$ cat config.mk
export PLATFORM = sky130hd
export DESIGN_NAME = tempo_median_hysteresis_classifier_flat
export DESIGN_NICKNAME = d
export VERILOG_FILES = /design/src/rtl/core/tmhc_pkg.sv /design/src/rtl/core/tmhc_ifs.sv /design/src/rtl/core/tmhc_ctrl.sv /design/src/rtl/core/tmhc_dp.sv /design/src/rtl/core/tempo_median_hysteresis_classifier.sv /design/src/flat_wrapper.sv
export SDC_FILE = /design/constraint.sdc
export NUM_CORES = 1
export LEC_CHECK = 0
export ABC_AREA = 0
export BUFFER_PORTS_ARGS = -buffer_cell sky130_fd_sc_hd__buf_2
export CORE_MARGIN = 3
export CORE_UTILIZATION = 36
export CTS_CLUSTER_DIAMETER = 200
export DETAILED_ROUTE_END_ITERATION = 8
export PLACE_DENSITY_LB_ADDON = 0.3
export SYNTH_ARGS = -nofsm -noshare
export SYNTH_HDL_FRONTEND = slang
export SYNTH_SLANG_ARGS = --single-unit
$ cat constraint.sdc
create_clock -name clk -period 5.9 [get_ports clk]
set_input_delay 0 -clock clk [delete_from_list [all_inputs] [get_ports clk]]
set_output_delay 0 -clock clk [all_outputs]
set_load 0.1 [all_outputs]
$ cat src/rtl/core/tmhc_pkg.sv
// Package for the tempo median hysteresis classifier.
// Holds shared types, register indexes, reset values and level codes.
// Depends on nothing.
`timescale 1ns / 1ps
`default_nettype none

package tmhc_pkg;

	// Configuration port
	localparam int CFG_IDX_W  = 3;
	localparam int CFG_DATA_W = 16;

	localparam logic [CFG_IDX_W-1:0] REG_BEATS   = 3'd0;
	localparam logic [CFG_IDX_W-1:0] REG_SLOW    = 3'd1;
	localparam logic [CFG_IDX_W-1:0] REG_FAST    = 3'd2;
	localparam logic [CFG_IDX_W-1:0] REG_HYST    = 3'd3;
	localparam logic [CFG_IDX_W-1:0] REG_MIN_IV  = 3'd4;
	localparam logic [CFG_IDX_W-1:0] REG_MAX_IV  = 3'd5;

	localparam logic [3:0]  RST_BEATS  = 4'd2;
	localparam logic [9:0]  RST_SLOW   = 10'd100;
	localparam logic [9:0]  RST_FAST   = 10'd160;
	localparam logic [5:0]  RST_HYST   = 6'd5;
	localparam logic [15:0] RST_MIN_IV = 16'd100;
	localparam logic [15:0] RST_MAX_IV = 16'd3000;

	// Tempo levels
	localparam logic [1:0] LVL_SLOW   = 2'd0;
	localparam logic [1:0] LVL_NORMAL = 2'd1;
	localparam logic [1:0] LVL_FAST   = 2'd2;

	// Arithmetic
	localparam int BPM_W   = 20;
	localparam int NUM_W   = 24;   // holds 15 * 60000 * 16
	localparam int THR_W   = 12;   // signed whole-BPM threshold after hysteresis
	localparam int CNT_W   = 5;    // step counter: sort passes, shift steps and quotient bits
	localparam int SHIFT_W = 4;    // median select shift, window of at most 15
	localparam logic [NUM_W-1:0] MS_Q4_PER_MIN = 24'd960000;

	typedef struct packed {
		logic [3:0]  beats;
		logic [9:0]  slow;
		logic [9:0]  fast;
		logic [5:0]  hyst;
		logic [15:0] min_iv;
		logic [15:0] max_iv;
	} cfg_t;

	// Controller to datapath
	typedef struct packed {
		logic capture;
		logic clear;
		logic reject;
		logic write;
		logic load;
		logic sort;
		logic phase;
		logic shift;
		logic median;
		logic div;
		logic classify;
		logic publish;
	} cmd_t;

	// Datapath to controller
	typedef struct packed {
		logic               restart;
		logic               in_range;
		logic [SHIFT_W-1:0] med_shift;
	} sts_t;

	typedef struct packed {
		logic             accepted;
		logic [BPM_W-1:0] bpm_q4;
		logic [1:0]       tempo_level;
		logic             level_changed;
	} result_t;

endpackage

`default_nettype wire

$ cat src/rtl/core/tmhc_ifs.sv
// Valid/ready channel interfaces for the tempo classifier.
// One interface for interval beats, one for result beats; no dependencies.
`timescale 1ns / 1ps
`default_nettype none

interface tmhc_in_if;
	logic        valid;
	logic        ready;
	logic        restart;
	logic [15:0] interval_ms;

	modport source (output valid, output restart, output interval_ms, input ready);
	modport sink   (input valid, input restart, input interval_ms, output ready);
endinterface

interface tmhc_out_if;
	logic        valid;
	logic        ready;
	logic        accepted;
	logic [19:0] bpm_q4;
	logic [1:0]  tempo_level;
	logic        level_changed;

	modport source (output valid, output accepted, output bpm_q4, output tempo_level,
		output level_changed, input ready);
	modport sink   (input valid, input accepted, input bpm_q4, input tempo_level,
		input level_changed, output ready);
endinterface

`default_nettype wire

$ cat src/rtl/core/tmhc_ctrl.sv
// Sequencing controller for the tempo classifier.
// Uses tmhc_pkg; drives datapath commands and the channel handshakes.
`timescale 1ns / 1ps
`default_nettype none

module tmhc_ctrl #(
	parameter int WINDOW = 3
) (
	input  wire logic          clk,
	input  wire logic          arst_n,
	input  wire logic          in_valid,
	output logic               in_ready,
	output logic               out_valid,
	input  wire logic          out_ready,
	input  wire tmhc_pkg::sts_t sts,
	output tmhc_pkg::cmd_t     cmd
);
	import tmhc_pkg::*;

	localparam logic [3:0] ST_IDLE   = 4'd0;
	localparam logic [3:0] ST_CHECK  = 4'd1;
	localparam logic [3:0] ST_LOAD   = 4'd2;
	localparam logic [3:0] ST_SORT   = 4'd3;
	localparam logic [3:0] ST_SHIFT  = 4'd4;
	localparam logic [3:0] ST_MEDIAN = 4'd5;
	localparam logic [3:0] ST_DIV    = 4'd6;
	localparam logic [3:0] ST_CLASS  = 4'd7;
	localparam logic [3:0] ST_FINISH = 4'd8;

	logic [3:0]       state_q, state_nxt;
	logic [CNT_W-1:0] cnt_q, cnt_nxt;
	logic             out_vld_q;

	always_comb begin
		cmd       = '0;
		state_nxt = state_q;
		cnt_nxt   = cnt_q;
		case (state_q)
			ST_IDLE: begin
				if (in_valid) begin
					cmd.capture = 1'b1;
					state_nxt   = ST_CHECK;
				end
			end
			ST_CHECK: begin
				if (sts.restart) begin
					cmd.clear = 1'b1;
					state_nxt = ST_FINISH;
				end else if (!sts.in_range) begin
					cmd.reject = 1'b1;
					state_nxt  = ST_FINISH;
				end else begin
					cmd.write = 1'b1;
					state_nxt = ST_LOAD;
				end
			end
			ST_LOAD: begin
				cmd.load  = 1'b1;
				cnt_nxt   = '0;
				state_nxt = ST_SORT;
			end
			ST_SORT: begin
				cmd.sort  = 1'b1;
				cmd.phase = cnt_q[0];
				if (cnt_q == CNT_W'(WINDOW - 1)) begin
					cnt_nxt   = '0;
					state_nxt = ST_SHIFT;
				end else begin
					cnt_nxt = cnt_q + 1'b1;
				end
			end
			ST_SHIFT: begin
				if (cnt_q == CNT_W'(sts.med_shift)) begin
					state_nxt = ST_MEDIAN;
				end else begin
					cmd.shift = 1'b1;
					cnt_nxt   = cnt_q + 1'b1;
				end
			end
			ST_MEDIAN: begin
				cmd.median = 1'b1;
				cnt_nxt    = '0;
				state_nxt  = ST_DIV;
			end
			ST_DIV: begin
				cmd.div = 1'b1;
				if (cnt_q == CNT_W'(NUM_W - 1)) begin
					state_nxt = ST_CLASS;
				end else begin
					cnt_nxt = cnt_q + 1'b1;
				end
			end
			ST_CLASS: begin
				cmd.classify = 1'b1;
				state_nxt    = ST_FINISH;
			end
			ST_FINISH: begin
				if (!out_vld_q || out_ready) begin
					cmd.publish = 1'b1;
					state_nxt   = ST_IDLE;
				end
			end
			default: begin
				state_nxt = ST_IDLE;
			end
		endcase
	end

	always_ff @(posedge clk or negedge arst_n) begin
		if (!arst_n) begin
			state_q   <= ST_IDLE;
			cnt_q     <= '0;
			out_vld_q <= 1'b0;
		end else begin
			state_q <= state_nxt;
			cnt_q   <= cnt_nxt;
			if (cmd.publish) begin
				out_vld_q <= 1'b1;
			end else if (out_ready) begin
				out_vld_q <= 1'b0;
			end
		end
	end

	assign in_ready  = (state_q == ST_IDLE);
	assign out_valid = out_vld_q;

endmodule

`default_nettype wire

$ cat src/rtl/core/tmhc_dp.sv
// Datapath for the tempo classifier: window, sorter, divider, classifier.
// Uses tmhc_pkg; steered by tmhc_ctrl commands.
`timescale 1ns / 1ps
`default_nettype none

module tmhc_dp #(
	parameter int WINDOW        = 3,
	parameter int INTERVAL_BITS = 16
) (
	input  wire logic          clk,
	input  wire logic          arst_n,
	input  wire logic          restart,
	input  wire logic [15:0]   interval_ms,
	input  wire tmhc_pkg::cfg_t cfg,
	input  wire tmhc_pkg::cmd_t cmd,
	output tmhc_pkg::sts_t     sts,
	output tmhc_pkg::result_t  res
);
	import tmhc_pkg::*;

	localparam int IW   = (INTERVAL_BITS < 16) ? INTERVAL_BITS : 16;
	localparam int SW   = IW + 1;                 // top bit marks an empty slot
	localparam int PW   = (WINDOW > 1) ? $clog2(WINDOW) : 1;
	localparam int FW   = $clog2(WINDOW + 1);
	localparam int IDX1 = (WINDOW > 1) ? 1 : 0;
	localparam logic [SW-1:0] EMPTY = {1'b1, {IW{1'b0}}};

	logic             rst_q;
	logic [IW-1:0]    iv_q;
	logic [IW-1:0]    win_q [WINDOW];
	logic [SW-1:0]    srt_q [WINDOW];
	logic [SW-1:0]    srt_nxt [WINDOW];
	logic [PW-1:0]    ptr_q;
	logic [FW-1:0]    fill_q;
	logic [IW-1:0]    div_q;
	logic [IW-1:0]    rem_q;
	logic [NUM_W-1:0] num_q;
	logic [BPM_W-1:0] bpm_q;
	logic [1:0]       lvl_q;
	logic             lvl_vld_q;
	logic             acc_q;
	logic             chg_q;
	result_t          res_q;

	// Range check
	logic [15:0] iv16;
	assign iv16 = 16'(iv_q);

	assign sts.restart   = rst_q;
	assign sts.in_range  = (iv16 != 16'd0) && (iv16 >= cfg.min_iv) && (iv16 <= cfg.max_iv);
	assign sts.med_shift = SHIFT_W'(FW'(fill_q - FW'(1)) >> 1);

	// One odd-even transposition pass: pairs are disjoint within a phase
	always_comb begin
		srt_nxt = srt_q;
		for (int i = 0; i + 1 < WINDOW; i++) begin
			if ((i[0] == cmd.phase) && (srt_q[i] > srt_q[i+1])) begin
				srt_nxt[i]   = srt_q[i+1];
				srt_nxt[i+1] = srt_q[i];
			end
		end
	end

	// Median of the leading entries after the select shift
	logic [IW:0]   med_sum;
	logic [IW-1:0] med_raw;
	logic [IW-1:0] med;
	assign med_sum = {1'b0, srt_q[0][IW-1:0]} + {1'b0, srt_q[IDX1][IW-1:0]};
	assign med_raw = fill_q[0] ? srt_q[0][IW-1:0] : med_sum[IW:1];
	assign med     = (med_raw == '0) ? IW'(1) : med_raw;

	// Restoring divider step
	logic [IW:0] trial;
	logic [IW:0] diff;
	logic        ge;
	assign trial = {rem_q, num_q[NUM_W-1]};
	assign diff  = trial - {1'b0, div_q};
	assign ge    = (trial >= {1'b0, div_q});

	// Saturate and classify
	logic [BPM_W-1:0] sat;
	logic [THR_W-1:0] slow12, fast12, h12, lo, hi;
	logic [BPM_W:0]   b21, lo21, hi21;
	logic [1:0]       new_lvl;
	assign sat    = (|num_q[NUM_W-1:BPM_W]) ? '1 : num_q[BPM_W-1:0];
	assign slow12 = THR_W'(cfg.slow);
	assign fast12 = THR_W'(cfg.fast);
	assign h12    = THR_W'(cfg.hyst);

	always_comb begin
		lo = slow12;
		hi = fast12;
		if (lvl_vld_q) begin
			lo = (lvl_q == LVL_SLOW) ? slow12 + h12 : slow12 - h12;
			hi = (lvl_q == LVL_FAST) ? fast12 - h12 : fast12 + h12;
		end
	end

	assign b21  = {1'b0, sat};
	assign lo21 = {{(BPM_W + 1 - THR_W - 4){lo[THR_W-1]}}, lo, 4'b0000};
	assign hi21 = {{(BPM_W + 1 - THR_W - 4){hi[THR_W-1]}}, hi, 4'b0000};

	always_comb begin
		if ($signed(b21) < $signed(lo21)) begin
			new_lvl = LVL_SLOW;
		end else if ($signed(b21) >= $signed(hi21)) begin
			new_lvl = LVL_FAST;
		end else begin
			new_lvl = LVL_NORMAL;
		end
	end

	// Payload registers
	always_ff @(posedge clk) begin
		if (cmd.capture) begin
			rst_q <= restart;
			iv_q  <= interval_ms[IW-1:0];
		end
		if (cmd.write) begin
			win_q[ptr_q] <= iv_q;
		end
		if (cmd.load) begin
			for (int i = 0; i < WINDOW; i++) begin
				srt_q[i] <= (FW'(i) < fill_q) ? {1'b0, win_q[i]} : EMPTY;
			end
		end else if (cmd.sort) begin
			srt_q <= srt_nxt;
		end else if (cmd.shift) begin
			for (int i = 0; i + 1 < WINDOW; i++) begin
				srt_q[i] <= srt_q[i+1];
			end
			srt_q[WINDOW-1] <= EMPTY;
		end
		if (cmd.median) begin
			div_q <= med;
			rem_q <= '0;
			num_q <= NUM_W'(cfg.beats) * MS_Q4_PER_MIN;
		end else if (cmd.div) begin
			rem_q <= ge ? diff[IW-1:0] : trial[IW-1:0];
			num_q <= {num_q[NUM_W-2:0], ge};
		end
		if (cmd.publish) begin
			res_q.accepted      <= acc_q;
			res_q.bpm_q4        <= bpm_q;
			res_q.tempo_level   <= lvl_q;
			res_q.level_changed <= chg_q;
		end
	end

	// Tempo state
	always_ff @(posedge clk or negedge arst_n) begin
		if (!arst_n) begin
			ptr_q     <= '0;
			fill_q    <= '0;
			bpm_q     <= '0;
			lvl_q     <= LVL_NORMAL;
			lvl_vld_q <= 1'b0;
			acc_q     <= 1'b0;
			chg_q     <= 1'b0;
		end else begin
			if (cmd.clear) begin
				ptr_q     <= '0;
				fill_q    <= '0;
				bpm_q     <= '0;
				lvl_q     <= LVL_NORMAL;
				lvl_vld_q <= 1'b0;
			end
			if (cmd.clear || cmd.reject) begin
				acc_q <= 1'b0;
				chg_q <= 1'b0;
			end
			if (cmd.write) begin
				ptr_q <= (ptr_q == PW'(WINDOW - 1)) ? '0 : ptr_q + 1'b1;
				if (fill_q != FW'(WINDOW)) begin
					fill_q <= fill_q + 1'b1;
				end
			end
			if (cmd.classify) begin
				bpm_q     <= sat;
				lvl_q     <= new_lvl;
				lvl_vld_q <= 1'b1;
				acc_q     <= 1'b1;
				chg_q     <= !lvl_vld_q || (new_lvl != lvl_q);
			end
		end
	end

	assign res = res_q;

endmodule

`default_nettype wire

$ cat src/rtl/core/tempo_median_hysteresis_classifier.sv
// Top level of the tempo median hysteresis classifier.
// Depends on tmhc_pkg, tmhc_ifs, tmhc_ctrl and tmhc_dp.
//
// Usage:
//   in_ch carries one beat per item: restart and interval_ms (ms between beats).
//   out_ch returns one beat per input item: accepted, bpm_q4 (BPM, 4 fraction
//   bits, saturated at 20 bits), tempo_level (slow, normal, fast) and
//   level_changed.
//   The user must write the configuration registers through cfg_we / cfg_index /
//   cfg_wdata, one register per cycle, only while the block is idle; the block
//   does not enforce it. Unknown indexes and a zero beats value are dropped.
// Sequence:
//   A restart or an out-of-range interval goes from the check to the output slot.
//   An accepted interval runs WINDOW sort passes, a short shift to line up the
//   median, and 24 steps of the serial divider, and is then classified.
//   One item is in flight at a time; in_ch.ready is high only when idle.
// Reset and stall:
//   arst_n clears the window, level and flags and loads the register defaults.
//   The result sits in an output register; a stalled receiver holds the beat,
//   and the next item can be worked on meanwhile but waits for the slot.
`timescale 1ns / 1ps
`default_nettype none

module tempo_median_hysteresis_classifier #(
	parameter int WINDOW        = 3,
	parameter int INTERVAL_BITS = 16
) (
	input  wire logic                                clk,
	input  wire logic                                arst_n,
	tmhc_in_if.sink                                  in_ch,
	tmhc_out_if.source                               out_ch,
	input  wire logic                                cfg_we,
	input  wire logic [tmhc_pkg::CFG_IDX_W-1:0]      cfg_index,
	input  wire logic [tmhc_pkg::CFG_DATA_W-1:0]     cfg_wdata
);
	import tmhc_pkg::*;

	cfg_t    cfg_q;
	cmd_t    cmd;
	sts_t    sts;
	result_t res;
	logic    in_ready;
	logic    out_valid;

	// Configuration registers; hold their value on a write to an unknown index
	always_ff @(posedge clk or negedge arst_n) begin
		if (!arst_n) begin
			cfg_q.beats  <= RST_BEATS;
			cfg_q.slow   <= RST_SLOW;
			cfg_q.fast   <= RST_FAST;
			cfg_q.hyst   <= RST_HYST;
			cfg_q.min_iv <= RST_MIN_IV;
			cfg_q.max_iv <= RST_MAX_IV;
		end else if (cfg_we) begin
			case (cfg_index)
				REG_BEATS: begin
					// zero beats would null the tempo: drop it
					if (cfg_wdata[3:0] != 4'd0) begin
						cfg_q.beats <= cfg_wdata[3:0];
					end
				end
				REG_SLOW:   cfg_q.slow   <= cfg_wdata[9:0];
				REG_FAST:   cfg_q.fast   <= cfg_wdata[9:0];
				REG_HYST:   cfg_q.hyst   <= cfg_wdata[5:0];
				REG_MIN_IV: cfg_q.min_iv <= cfg_wdata[15:0];
				REG_MAX_IV: cfg_q.max_iv <= cfg_wdata[15:0];
				default: begin
				end
			endcase
		end
	end

	// Sequencer: walks check, sort, median select, divide and classify
	tmhc_ctrl #(
		.WINDOW (WINDOW)
	) u_ctrl (
		.clk       (clk),
		.arst_n    (arst_n),
		.in_valid  (in_ch.valid),
		.in_ready  (in_ready),
		.out_valid (out_valid),
		.out_ready (out_ch.ready),
		.sts       (sts),
		.cmd       (cmd)
	);

	// Window, sorter, divider, classifier and result register
	tmhc_dp #(
		.WINDOW        (WINDOW),
		.INTERVAL_BITS (INTERVAL_BITS)
	) u_dp (
		.clk         (clk),
		.arst_n      (arst_n),
		.restart     (in_ch.restart),
		.interval_ms (in_ch.interval_ms),
		.cfg         (cfg_q),
		.cmd         (cmd),
		.sts         (sts),
		.res         (res)
	);

	assign in_ch.ready          = in_ready;
	assign out_ch.valid         = out_valid;
	assign out_ch.accepted      = res.accepted;
	assign out_ch.bpm_q4        = res.bpm_q4;
	assign out_ch.tempo_level   = res.tempo_level;
	assign out_ch.level_changed = res.level_changed;

	// One item in flight: accepting a beat closes the input until it is done
	a_single_item: assert property (@(posedge clk) disable iff (!arst_n)
		in_ch.valid && in_ch.ready |=> !in_ch.ready)
		else $error("input taken while an item is in flight");

	// Only a used interval can set or change the level
	a_change_needs_accept: assert property (@(posedge clk) disable iff (!arst_n)
		out_ch.valid && out_ch.level_changed |-> out_ch.accepted)
		else $error("level change reported on an unused interval");

	// Any used interval gives a nonzero tempo
	a_bpm_nonzero: assert property (@(posedge clk) disable iff (!arst_n)
		out_ch.valid && out_ch.accepted |-> out_ch.bpm_q4 != 20'd0)
		else $error("zero tempo on an accepted interval");

endmodule

`default_nettype wire
$ cat src/flat_wrapper.sv
// flat-port wrapper written by rule: the top's interface ports become plain ports
module tempo_median_hysteresis_classifier_flat import tmhc_pkg::*;
#(
	parameter int WINDOW        = 3,
	parameter int INTERVAL_BITS = 16
)
  (clk, arst_n, cfg_we, cfg_index, cfg_wdata, in_ch_valid, in_ch_restart, in_ch_interval_ms, in_ch_ready, out_ch_valid, out_ch_accepted, out_ch_bpm_q4, out_ch_tempo_level, out_ch_level_changed, out_ch_ready);
  tmhc_in_if in_ch_i ();
  tmhc_out_if out_ch_i ();
  input  wire logic clk;
  input  wire logic arst_n;
  input  wire logic cfg_we;
  input  wire logic [tmhc_pkg::CFG_IDX_W-1:0] cfg_index;
  input  wire logic [tmhc_pkg::CFG_DATA_W-1:0] cfg_wdata;
  input wire logic [$bits(in_ch_i.valid)-1:0] in_ch_valid;
  input wire logic [$bits(in_ch_i.restart)-1:0] in_ch_restart;
  input wire logic [$bits(in_ch_i.interval_ms)-1:0] in_ch_interval_ms;
  output wire logic [$bits(in_ch_i.ready)-1:0] in_ch_ready;
  output wire logic [$bits(out_ch_i.valid)-1:0] out_ch_valid;
  output wire logic [$bits(out_ch_i.accepted)-1:0] out_ch_accepted;
  output wire logic [$bits(out_ch_i.bpm_q4)-1:0] out_ch_bpm_q4;
  output wire logic [$bits(out_ch_i.tempo_level)-1:0] out_ch_tempo_level;
  output wire logic [$bits(out_ch_i.level_changed)-1:0] out_ch_level_changed;
  input wire logic [$bits(out_ch_i.ready)-1:0] out_ch_ready;
  assign in_ch_i.valid = in_ch_valid;
  assign in_ch_i.restart = in_ch_restart;
  assign in_ch_i.interval_ms = in_ch_interval_ms;
  assign in_ch_ready = in_ch_i.ready;
  assign out_ch_valid = out_ch_i.valid;
  assign out_ch_accepted = out_ch_i.accepted;
  assign out_ch_bpm_q4 = out_ch_i.bpm_q4;
  assign out_ch_tempo_level = out_ch_i.tempo_level;
  assign out_ch_level_changed = out_ch_i.level_changed;
  assign out_ch_i.ready = out_ch_ready;
  tempo_median_hysteresis_classifier #(.WINDOW(WINDOW), .INTERVAL_BITS(INTERVAL_BITS)) u_core (.clk(clk), .arst_n(arst_n), .in_ch(in_ch_i), .out_ch(out_ch_i), .cfg_we(cfg_we), .cfg_index(cfg_index), .cfg_wdata(cfg_wdata));
endmodule
==> results.yml, run 1 <==
run_status:
  status: "complete, no violations"
yosys:
  ys_seq_area_share_pct: 47.0
  yosys-top-cells-area: "edfxtp_1 29%, ha_1 13%, dfrtp_1 12%, inv_1 3.5%, o21ai_0 3.3%"
  synthesis.area_um2: 17400
  ys_ff_latch: 297
  ys_warn_count: 0
  synthTopCellsByCount: "180 x ha_1, 171 x edfxtp_1, 163 x inv_1"
  synth_edf_count: 171
  yosysMostFrequentCell: "ha_1"
  synth_ff_type: "edfxtp_1"
  synthDistinctLibCells: 78
  synth.top_cell.area_share_pct: 29.5
  async_flop_share_pct: 34.0
  syn-num-nets: 1879
  syn_avg_cell_area_um2: 10.6
  synth.largest_area_cell: "edfxtp_1"
  synth_cells: 1648
placed_design:
  finalWeightedCongestion: 0.926
  post-dp-hpwl_um: 30100
  port_buffers: 66
  place_area_um2: 18500
power:
  seq_power_share_pct: 39.4
  clockPowerShare_pct: 30.8
  p_per_area_nw_per_um2: 354
  power.internal_mw: 4.66
  combPwrFrac_pct: 29.8
  switching_share_pct: 34.1
  peakVddDrop_uv: 242
  p_leak_nw: 8.44
  power.switching_mw: 2.41
routing:
  wl_per_cell_um: 16.9
  drt_iter0_markers: 882
  vias: 12400
  via_per_inst: 5.23
  drt-total-wl_um: 40300
  dr.pass1.iters: 5
  route.detailed.drc: 0
  ant_nets: 0
floorplanning:
  start_util_pct: 37.0
  die_h_um: 226
  coreArea_um2: 47100
  ioPinCount: 67
  dieArea_um2: 51100
  core.rowCount: 79
  die_x_um: 226
setup_path:
  crit_type: "reg -> reg"
  arrival_ns: 5.01
  cp.required_ns: 6.34
  cp-start-kind: "register"
  critical_path.endpoint_type: "register"
  path_cells: "inv_1 -> ha_1 -> a21oi_1 -> o21bai_1 -> a21oi_1 -> o21ai_0 -> inv_1 -> a31oi_1 -> ha_1 -> nand4_1 -> nor3_1 -> a221oi_1 -> o21ai_0 -> a21oi_1 -> mux2_2 -> mux2i_1 -> or3_1 -> o21ai_0"
  critPathMaxStageDelay_ns: 0.81
  critical-path-slowest-cell: "o21ai_0"
  crit_fanout: 9
  r2r_slack_ns: 1.33
sta:
  tightestPinTransition_ns: 1.17
  slew_headroom_pct: 21.6
  fmax_ghz: 0.219
  slew_viol_final: 0
  period_share_pct: 77.5
  setup_violations: 0
  hold_viol_final: 0
  rsz0062_at_grt: "false"
  skew_ns: 0.0207
  tns_ns: 0
  min_period_ns: 4.57
clock_network:
  cts.htree.levels: 2
  cts_buffers: 34
  post_cts_buffers: 0
  cts-root-buf: "clkbuf_16"
  numClockSinks: 297
  path_clk_slew_ns: 0.06
  cts.path.max_buffers: 3
  cts_tree: "done"
  clock_latency_ns: 0.52
  cts_resized: 0
cells_and_area:
  nNetsFinal: 1981
  postLayoutCellArea_um2: 20000
  layout-drive-gt1-share_pct: 13.4
  fillerInstances: 4346
  antennaDiodeCount: 0
  area_growth_pct: 14.7
job:
  cap_viol_max_count: 0
global_routing:
  grt_overflow: 0
  grt_usage_pct: 15.8
  grt_pass1_vias: 12500
  antenna_found_initial: 0
  grt_max_degree: 61
  grt_pass1_wl_um: 65800
min_path:
  hold_path_class: "in -> async"
-- registers in the layout, summed over array words and instances (netlist names), 4 cells and up --
name                   cells
u_core.cfg_q              62
u_core.u_ctrl.cnt_q        5
u_core.u_ctrl.state_q      4
u_core.u_dp.bpm_q         20
u_core.u_dp.div_q         16
u_core.u_dp.iv16          16
u_core.u_dp.num_q         24
u_core.u_dp.rem_q         16
u_core.u_dp.res           24
u_core.u_dp.srt_q         51
u_core.u_dp.win_q         48
-- per-layer routing --
metal / GRT usage, % / routed length, um / vias to the layer above
li1: - / - / 6162
met1: 21.6 / 19000 / 5998
met2: 26.7 / 19100 / 234
met3: 1.92 / 1360 / 55
met4: 4.28 / 833 / 0
met5: 0 / 0 / -
-- worst paths after layout --
path | startpoint | end | cells after the start
min in group clk | cfg_index[2] | u_core.cfg_q[58] | 4
min reg2reg | u_core.u_dp.bpm_q[10] | u_core.u_dp.res[13] | 0
max reg2reg | u_core.cfg_q[34] | u_core.u_dp.chg_q | 18
max in group asynchronous | arst_n | u_core.cfg_q[28] | 3
max | u_core.cfg_q[34] | u_core.u_dp.chg_q | 18
min | arst_n | u_core.u_dp.bpm_q[5] | 2
-- power groups by stage --
stage                     combinational [mW]  sequential [mW]  clock [mW]
after detailed placement                2.09             2.82           0
final                                   2.11             2.78        2.18
after global placement                  2.04             2.81           0
after global routing                    2.36             2.82        2.31
after floorplan                         1.41             2.98           0
after CTS                               2.12             2.78        2.23
-- layout make-up --
cell class	instances	area [um2]	area share [%]
timing repair buffer	122	843	4.22
clock inverter	20	233	1.16
multi-input combinational	1132	8440	42.2
inverter	163	612	3.06
tap	607	759	3.80
sequential	297	8190	41.0
clock buffer	41	908	4.55
-- what timing repair did --
item                                   4_1_cts  5_1_grt
endpoints found under the hold margin      124        0
setup endpoints to repair                    0        0
hold buffers                                36        0
-- cell families after synthesis --
group,Yosys count,synth area share [%]
xor gates and xnor gates,54,2.76
muxes,75,4.63
and+or+nand+nor,416,11.7
adders and majority gates,190,14.1
DFF,297,47.0
buffers and inverters,219,4.83
AOI/OAI and AO/OA,397,15.0
-- cell usage in the layout, fill, tap and decap left out, drive strengths merged, types with 7 or more instances in the layout --
cell type	instances
clkinv	11
nand3	37
o31ai	8
a31oi	12
nand2	141
dlygate4sd3	36
ha	180
o311ai	14
a21oi	81
mux2	45
fa	10
nor2b	13
a22o	32
o22ai	7
xor2	18
dfrtp	82
dfstp	19
or3	11
mux2i	30
nor2	87
nand3b	16
a21o	31
buf	86
edfxtp	171
nand2b	11
clkbuf	41
nand4	22
o21a	14
nor3	29
dfxtp	25
inv	165
a211oi	17
nor4	12
or2	9
o21bai	24
xnor2	36
o21ai	120
-- worst max-delay path, delay by kind of cell (launching register included) --
kind            cells  cell delay (ns)
compound gates      9             2.03
buf+inv             2             0.16
fa+ha+maj           2             0.65
mux                 2             0.50
simple gates        3             0.60
flops               1             0.56
-- through the flow --
stage,cells,utilization [%],setup WS (ns),hold WS (ns),total power [mW]
3_3_place_gp,2285,39.2,1.53,0.0249,4.85
5_1_grt,2382,42.4,0.959,0.0443,7.49
3_5_place_dp,2285,39.2,1.41,0.0370,4.91
2_1_floorplan,1648,-,1.15,-0.296,4.38
4_1_cts,2382,42.4,1.37,0.00597,7.13
6_report,2382,42.4,1.33,0.0245,7.07
Note: power is estimated with default switching activity, not from simulation.
==> run 2: changes to the inputs <==
Clock period 5.9 ns to 3.8 ns, I/O delays scaled along.
==> results.yml, run 2 (synthesis gave the netlist of run 1 again) <==
floorplanning:
  die_h_um: 226
  die_x_um: 226
  core.rowCount: 79
  ioPinCount: 67
  coreArea_um2: 47100
  start_util_pct: 37.0
  dieArea_um2: 51100
setup_path:
  critical_path.endpoint_type: "register"
  cp.buffers_inverters: 1
  timing.critical_path.mode_cell: "o21ai_1"
  arrival_ns: 4.69
  critical-path-slowest-cell: "dfstp_2"
  ff2ff_path_depth: 21
  crit_fanout: 3
  path_cells: "ha_4 -> inv_2 -> fa_2 -> a21oi_2 -> o21bai_2 -> a21oi_2 -> o21ai_2 -> or3_1 -> o21ai_1 -> nand2_1 -> xor2_1 -> ha_1 -> nand4_1 -> nor3_2 -> a221oi_1 -> o21ai_1 -> a21oi_1 -> mux2_4 -> mux2i_1 -> or3_1 -> o21ai_1"
  critPathMaxStageDelay_ns: 0.55
  cp-start-kind: "register"
  r2r_start: "u_core.cfg_q[32]"
  cp.required_ns: 4.26
  crit_type: "reg -> reg"
  rr_endpoint: "u_core.u_dp.chg_q"
  r2r_slack_ns: -0.43
  crit_family: "compound AO/OA/AOI/OAI gates"
global_routing:
  grt_pass1_wl_um: 67900
  antenna_found_initial: 0
  grt_overflow: 0
  grt_usage_pct: 16.5
  grt_max_degree: 65
  grt_pass1_vias: 12800
routing:
  wl_per_cell_um: 17.0
  vias: 12700
  drt_iter0_markers: 755
  route.detailed.drc: 0
  via_per_inst: 5.20
  dr.pass1.iters: 5
  ant_nets: 0
  drt-total-wl_um: 41700
sta:
  tns_ns: -1.08
  tightestPinTransition_ns: 1.12
  min_period_ns: 4.23
  setup_ws_ns: -0.434
  hold_viol_final: 0
  rsz0062_at_grt: "true"
  skew_ns: 0.0197
  slew_headroom_pct: 24.9
  slew_viol_final: 0
  fmax_ghz: 0.236
  setup_violations: 3
  period_share_pct: 111
cells_and_area:
  antennaDiodeCount: 0
  max_flop_register: "u_core.cfg_q"
  nNetsFinal: 2042
  fillerInstances: 4402
  area_growth_pct: 18.1
  final_common_cell: "ha_1"
  regArea_um2: 8190
  reg_top3: "u_core.cfg_q (62), u_core.u_dp.srt_q (51), u_core.u_dp.win_q (48)"
  multiInputGateArea_um2: 8510
  mostFrequentLayoutCells: "178 x ha_1, 171 x edfxtp_1, 162 x inv_1, 141 x nand2_1, 108 x o21ai_0"
  largest_reg_flops: 62
  layout-drive-gt1-share_pct: 16.9
clock_network:
  path_clk_slew_ns: 0.06
  cts.path.max_buffers: 3
  cts.htree.levels: 2
  numClockSinks: 297
  cts-root-buf: "clkbuf_16"
  cts_buffers: 34
  clock_latency_ns: 0.55
  cts_tree: "done"
min_path:
  whs_path_depth: 4
  hold_path_class: "in -> reg"
  worstHoldStart: "cfg_we"
  hold_end: "u_core.cfg_q[58]"
power:
  fin_total_pwr_mw: 11.2
  peakVddDrop_uv: 333
  p_leak_nw: 8.75
  p_per_area_nw_per_um2: 544
run_status:
  status: "finished, violations left"
  failed_checks: "negative setup slack"
job:
  cap_viol_max_count: 0
placed_design:
  port_buffers: 66
  finalWeightedCongestion: 0.881
  post-dp-hpwl_um: 31000
-- run 2: cell types whose count changed in the layout (fill, tap and decap cells not counted), moves of 3 or more --
| cell | previous run | this run |
|---|---|---|
| o21ai_0 | 115 | 108 |
| dlygate4sd3_1 | 36 | 39 |
| clkbuf_1 | 5 | 10 |
| a21oi_2 | 2 | 5 |
| o21ai_1 | 4 | 9 |
| buf_4 | 21 | 76 |
| a21oi_1 | 79 | 76 |
| clkinv_1 | 5 | 1 |
-- run 2: routing by layer --
metal  global-route usage, %  share of wire (%)  vias up
met5                       0                  0        -
met3                    2.13                3.8       61
met1                    22.7                 47     6103
met2                    27.4                 47      261
li1                        -                  -     6286
met4                    5.04                2.2        0
-- run 2: worst max path at each step --
stage,from,to,slack (ns),depth (start not counted)
4_1_cts,u_core.cfg_q[32],u_core.u_dp.chg_q,-0.53,21
5_1_grt,u_core.cfg_q[32],u_core.u_dp.chg_q,-0.60,21
6_report,u_core.cfg_q[32],u_core.u_dp.chg_q,-0.43,21
3_5_place_dp,u_core.cfg_q[32],u_core.u_dp.chg_q,-0.50,21
3_3_place_gp,u_core.cfg_q[32],u_core.u_dp.chg_q,-0.43,21
2_1_floorplan,u_core.cfg_q[32],u_core.u_dp.chg_q,-0.15,21
-- run 2: layout make-up --
cell class,count,area share [%]
multi-input combinational,1132,41.4
sequential,297,39.8
timing repair buffer,183,6.50
clock buffer,45,4.44
tap,607,3.69
inverter,163,2.97
clock inverter,17,1.19
-- run 2: tightest hold or removal path, stage by stage --
cell,delay [ns]
buf_2,0.12
nand2b_1,0.14
nor4_2,0.14
o21ai_0,0.16
-- run 2: where the power goes --
part / internal [mW] / switching (mW)
logic: 1.39 / 2.13
registers: 3.94 / 0.340
clock network: 2.06 / 1.35
-- run 2: per-stage QoR --
| stage | worst slack, ns | area (um2) | hold slack, ns | utilization (%) | std cells |
|---|---|---|---|---|---|
| after floorplan | -0.153 | 17500 | -0.296 | - | 1648 |
| after CTS | -0.527 | 20500 | 0.0225 | 43.5 | 2440 |
| final | -0.434 | 20600 | 0.0661 | 43.6 | 2444 |
| after global routing | -0.601 | 20600 | 0.115 | 43.6 | 2444 |
| after detailed placement | -0.504 | 18900 | -0.185 | 40.1 | 2334 |
| after global placement | -0.427 | 18900 | -0.189 | 40.1 | 2334 |
-- run 2: timing repair --
action / CTS / global route
pin swaps: 13 / 15
hold buffers: 39 / 0
setup endpoints to repair: 3 / 3
gates resized for setup: 11 / 10
endpoints found under the hold margin: 171 / 0
buffers inserted: 5 / 4
cloned: 0 / 0
==> run 3: changes to the inputs <==
Settings changed: SYNTH_HIERARCHICAL set to 1.
==> results.yml, run 3 <==
sta:
  slew_viol_final: 0
  min_period_ns: 3.79
  slew_headroom_pct: 40.2
  hold_viol_final: 0
  fmax_ghz: 0.264
  tightestPinTransition_ns: 0.897
  setup_ws_ns: 0.0115
  holdWs_ns: 0.0332
  setup_violations: 0
  rsz0062_at_grt: "true"
  skew_ns: 0.0141
  period_share_pct: 99.7
routing:
  vias: 13000
  via_per_inst: 5.19
  drt_iter0_markers: 876
  drt-total-wl_um: 43600
  route.detailed.drc: 0
  dr.pass1.iters: 5
  wl_per_cell_um: 17.4
  ant_nets: 0
yosys:
  synth-adder-area-share_pct: 13.7
  syn_avg_cell_area_um2: 10.8
  synth_cells: 1649
  synthesis.area_um2: 17900
  synth_edf_count: 171
  ys_warn_count: 6
  synthTopCellsByCount: "180 x ha_1, 171 x edfxtp_1, 155 x inv_1"
  yosysMostFrequentCell: "ha_1"
  synth_compound_area_share_pct: 15.1
  muxShareOfSynthArea_pct: 6.31
  yosys.area_share.xor_xnor_pct: 2.35
  synth_top_family_by_area: "compound AO/OA/AOI/OAI gates"
  synth.largest_area_cell: "edfxtp_1"
  ys_seq_area_share_pct: 45.8
  synthDistinctLibCells: 93
  synth.top_cell.area_share_pct: 28.7
  async_flop_share_pct: 34.0
  synthSimpleGateAreaFrac_pct: 11.7
  synth_ff_type: "edfxtp_1"
  ys_ff_latch: 297
  yosys-top-cells-area: "edfxtp_1 29%, ha_1 13%, dfrtp_1 11%, inv_1 3.3%, mux2_2 3.2%"
floorplanning:
  die_x_um: 229
  coreArea_um2: 48300
  die_h_um: 229
  start_util_pct: 36.9
  ioPinCount: 67
  core.rowCount: 80
  dieArea_um2: 52300
setup_path:
  critPathMaxStageDelay_ns: 0.57
  crit_family: "compound AO/OA/AOI/OAI gates"
  path_cells: "ha_4 -> inv_2 -> fa_2 -> a21o_1 -> a211oi_2 -> nor2_1 -> nor3_1 -> a21o_1 -> nand2_1 -> xnor2_1 -> ha_1 -> a21o_1 -> a21o_1 -> a21oi_2 -> a21oi_2 -> o21a_1 -> o21a_1 -> o31ai_1 -> o22ai_1"
  cp-start-kind: "register"
  arrival_ns: 4.18
  timing.critical_path.mode_cell: "a21o_1"
  critical-path-slowest-cell: "dfstp_2"
  critical_path.endpoint_type: "register"
  crit_type: "reg -> reg"
  crit_fanout: 3
  cp.required_ns: 4.19
  cp.buffers_inverters: 1
clock_network:
  cts_buffers: 34
  path_clk_slew_ns: 0.06
  cts.path.max_buffers: 3
  cts_tree: "done"
  cts.htree.levels: 2
  numClockSinks: 297
  clock_latency_ns: 0.53
  cts-root-buf: "clkbuf_16"
placed_design:
  post-place-cells: 2395
  place_area_um2: 19400
  place_ws_ns: -0.331
  port_buffers: 66
  finalWeightedCongestion: 0.888
  post-dp-hpwl_um: 31900
power:
  peakVddDrop_uv: 547
  p_leak_nw: 8.97
  p_per_area_nw_per_um2: 790
min_path:
  hold_path_class: "in -> async"
cells_and_area:
  nNetsFinal: 2056
  area_growth_pct: 19.3
  final_common_cell: "ha_1"
  mostFrequentLayoutCells: "178 x ha_1, 171 x edfxtp_1, 152 x inv_1, 111 x nand2_1, 89 x o21ai_0"
  layout-drive-gt1-share_pct: 18.5
  reg_top3: "u_core/cfg_q (62), u_core/u_dp/srt_q (51), u_core/u_dp/win_q (48)"
  largest_reg_flops: 62
  antennaDiodeCount: 0
  postLayoutCellArea_um2: 21300
  max_flop_register: "u_core/cfg_q"
  stdcell_count: 2507
run_status:
  status: "complete, no violations"
global_routing:
  grt_usage_pct: 16.4
  grt_max_degree: 47
  grt_pass1_vias: 13100
  antenna_found_initial: 0
  grt_pass1_wl_um: 70200
  grt_overflow: 0
job:
  cap_viol_max_count: 0
run 3: cell count changes after synthesis, moves of 14 or more:
| cell | before | now |
|---|---|---|
| nand2_1 | 141 | 111 |
| a21oi_1 | 79 | 65 |
| a22o_1 | 32 | 46 |
| nand2b_1 | 11 | 25 |
| mux2i_1 | 30 | 44 |
| o21ai_0 | 115 | 97 |
run 3: power by group:
| group | internal (mW) | switching, mW |
|---|---|---|
| clock | 2.05 | 1.37 |
| combinational | 3.36 | 4.63 |
| sequential | 4.66 | 0.769 |
run 3: through the flow:
stage | total power [mW] | util, % | setup TNS, ns
final | 16.8 | 44.1 | 0
after detailed placement | 13.3 | 40.2 | -0.821
after global placement | 13.1 | 40.2 | -0.549
after floorplan | 11.0 | - | -0.203
after global routing | 18.2 | 44.1 | -0.399
after CTS | 16.8 | 43.7 | 0
run 3: cells by family after synthesis:
group / Yosys count
AOI/OAI and AO/OA: 395
muxes: 105
other: 1
xor gates and xnor gates: 48
buffers and inverters: 216
adders and majority gates: 190
and+or+nand+nor: 397
DFF: 297
run 3: final cells by class:
cell class / count / area (um2)
Clock buffer: 46 / 946
Clock inverter: 16 / 236
Fill cell: 4462 / 27000
Inverter: 155 / 582
Multi-Input combinational cell: 1138 / 9010
Sequential cell: 297 / 8190
Tap cell: 656 / 821
Timing Repair Buffer: 199 / 1530
run 3: final timing paths:
kind                            slack [ns]               endpoint                   from  cells past startpoint
min in group clk                      0.18    u_core/u_dp/iv16[6]   in_ch_interval_ms[6]                      2
worst max-delay path                  0.01      u_core/u_dp/chg_q       u_core/cfg_q[32]                     19
worst max register to register        0.01      u_core/u_dp/chg_q       u_core/cfg_q[32]                     19
worst min-delay path                  0.03  u_core/u_dp/bpm_q[19]                 arst_n                      3
worst min register to register        0.46    u_core/u_dp/res[17]  u_core/u_dp/bpm_q[14]                      0
max in group asynchronous             3.16       u_core/cfg_q[25]                 arst_n                      3
run 3: layer usage:
metal | track usage, % | part of all wire (%) | wire (um)
met5 | 0 | 0 | 0
met4 | 5.35 | 3.1 | 1330
met2 | 27.0 | 46 | 20200
met1 | 22.5 | 46 | 20100
met3 | 2.07 | 4.3 | 1860
run 3: tightest hold or removal path, cell delays in order:
cell and delay (ns):
dlygate4sd3_1 0.53, buf_4 0.17, buf_12 0.20
run 3: repair_timing:
item | 4_1_cts | 5_1_grt
endpoints found under the setup margin | 19 | 54
pin swaps | 8 | 10
cloned | 0 | 2
resized for setup | 19 | 28
endpoints found under the hold margin | 165 | 0
hold buffers | 43 | 0
setup buffers | 0 | 5
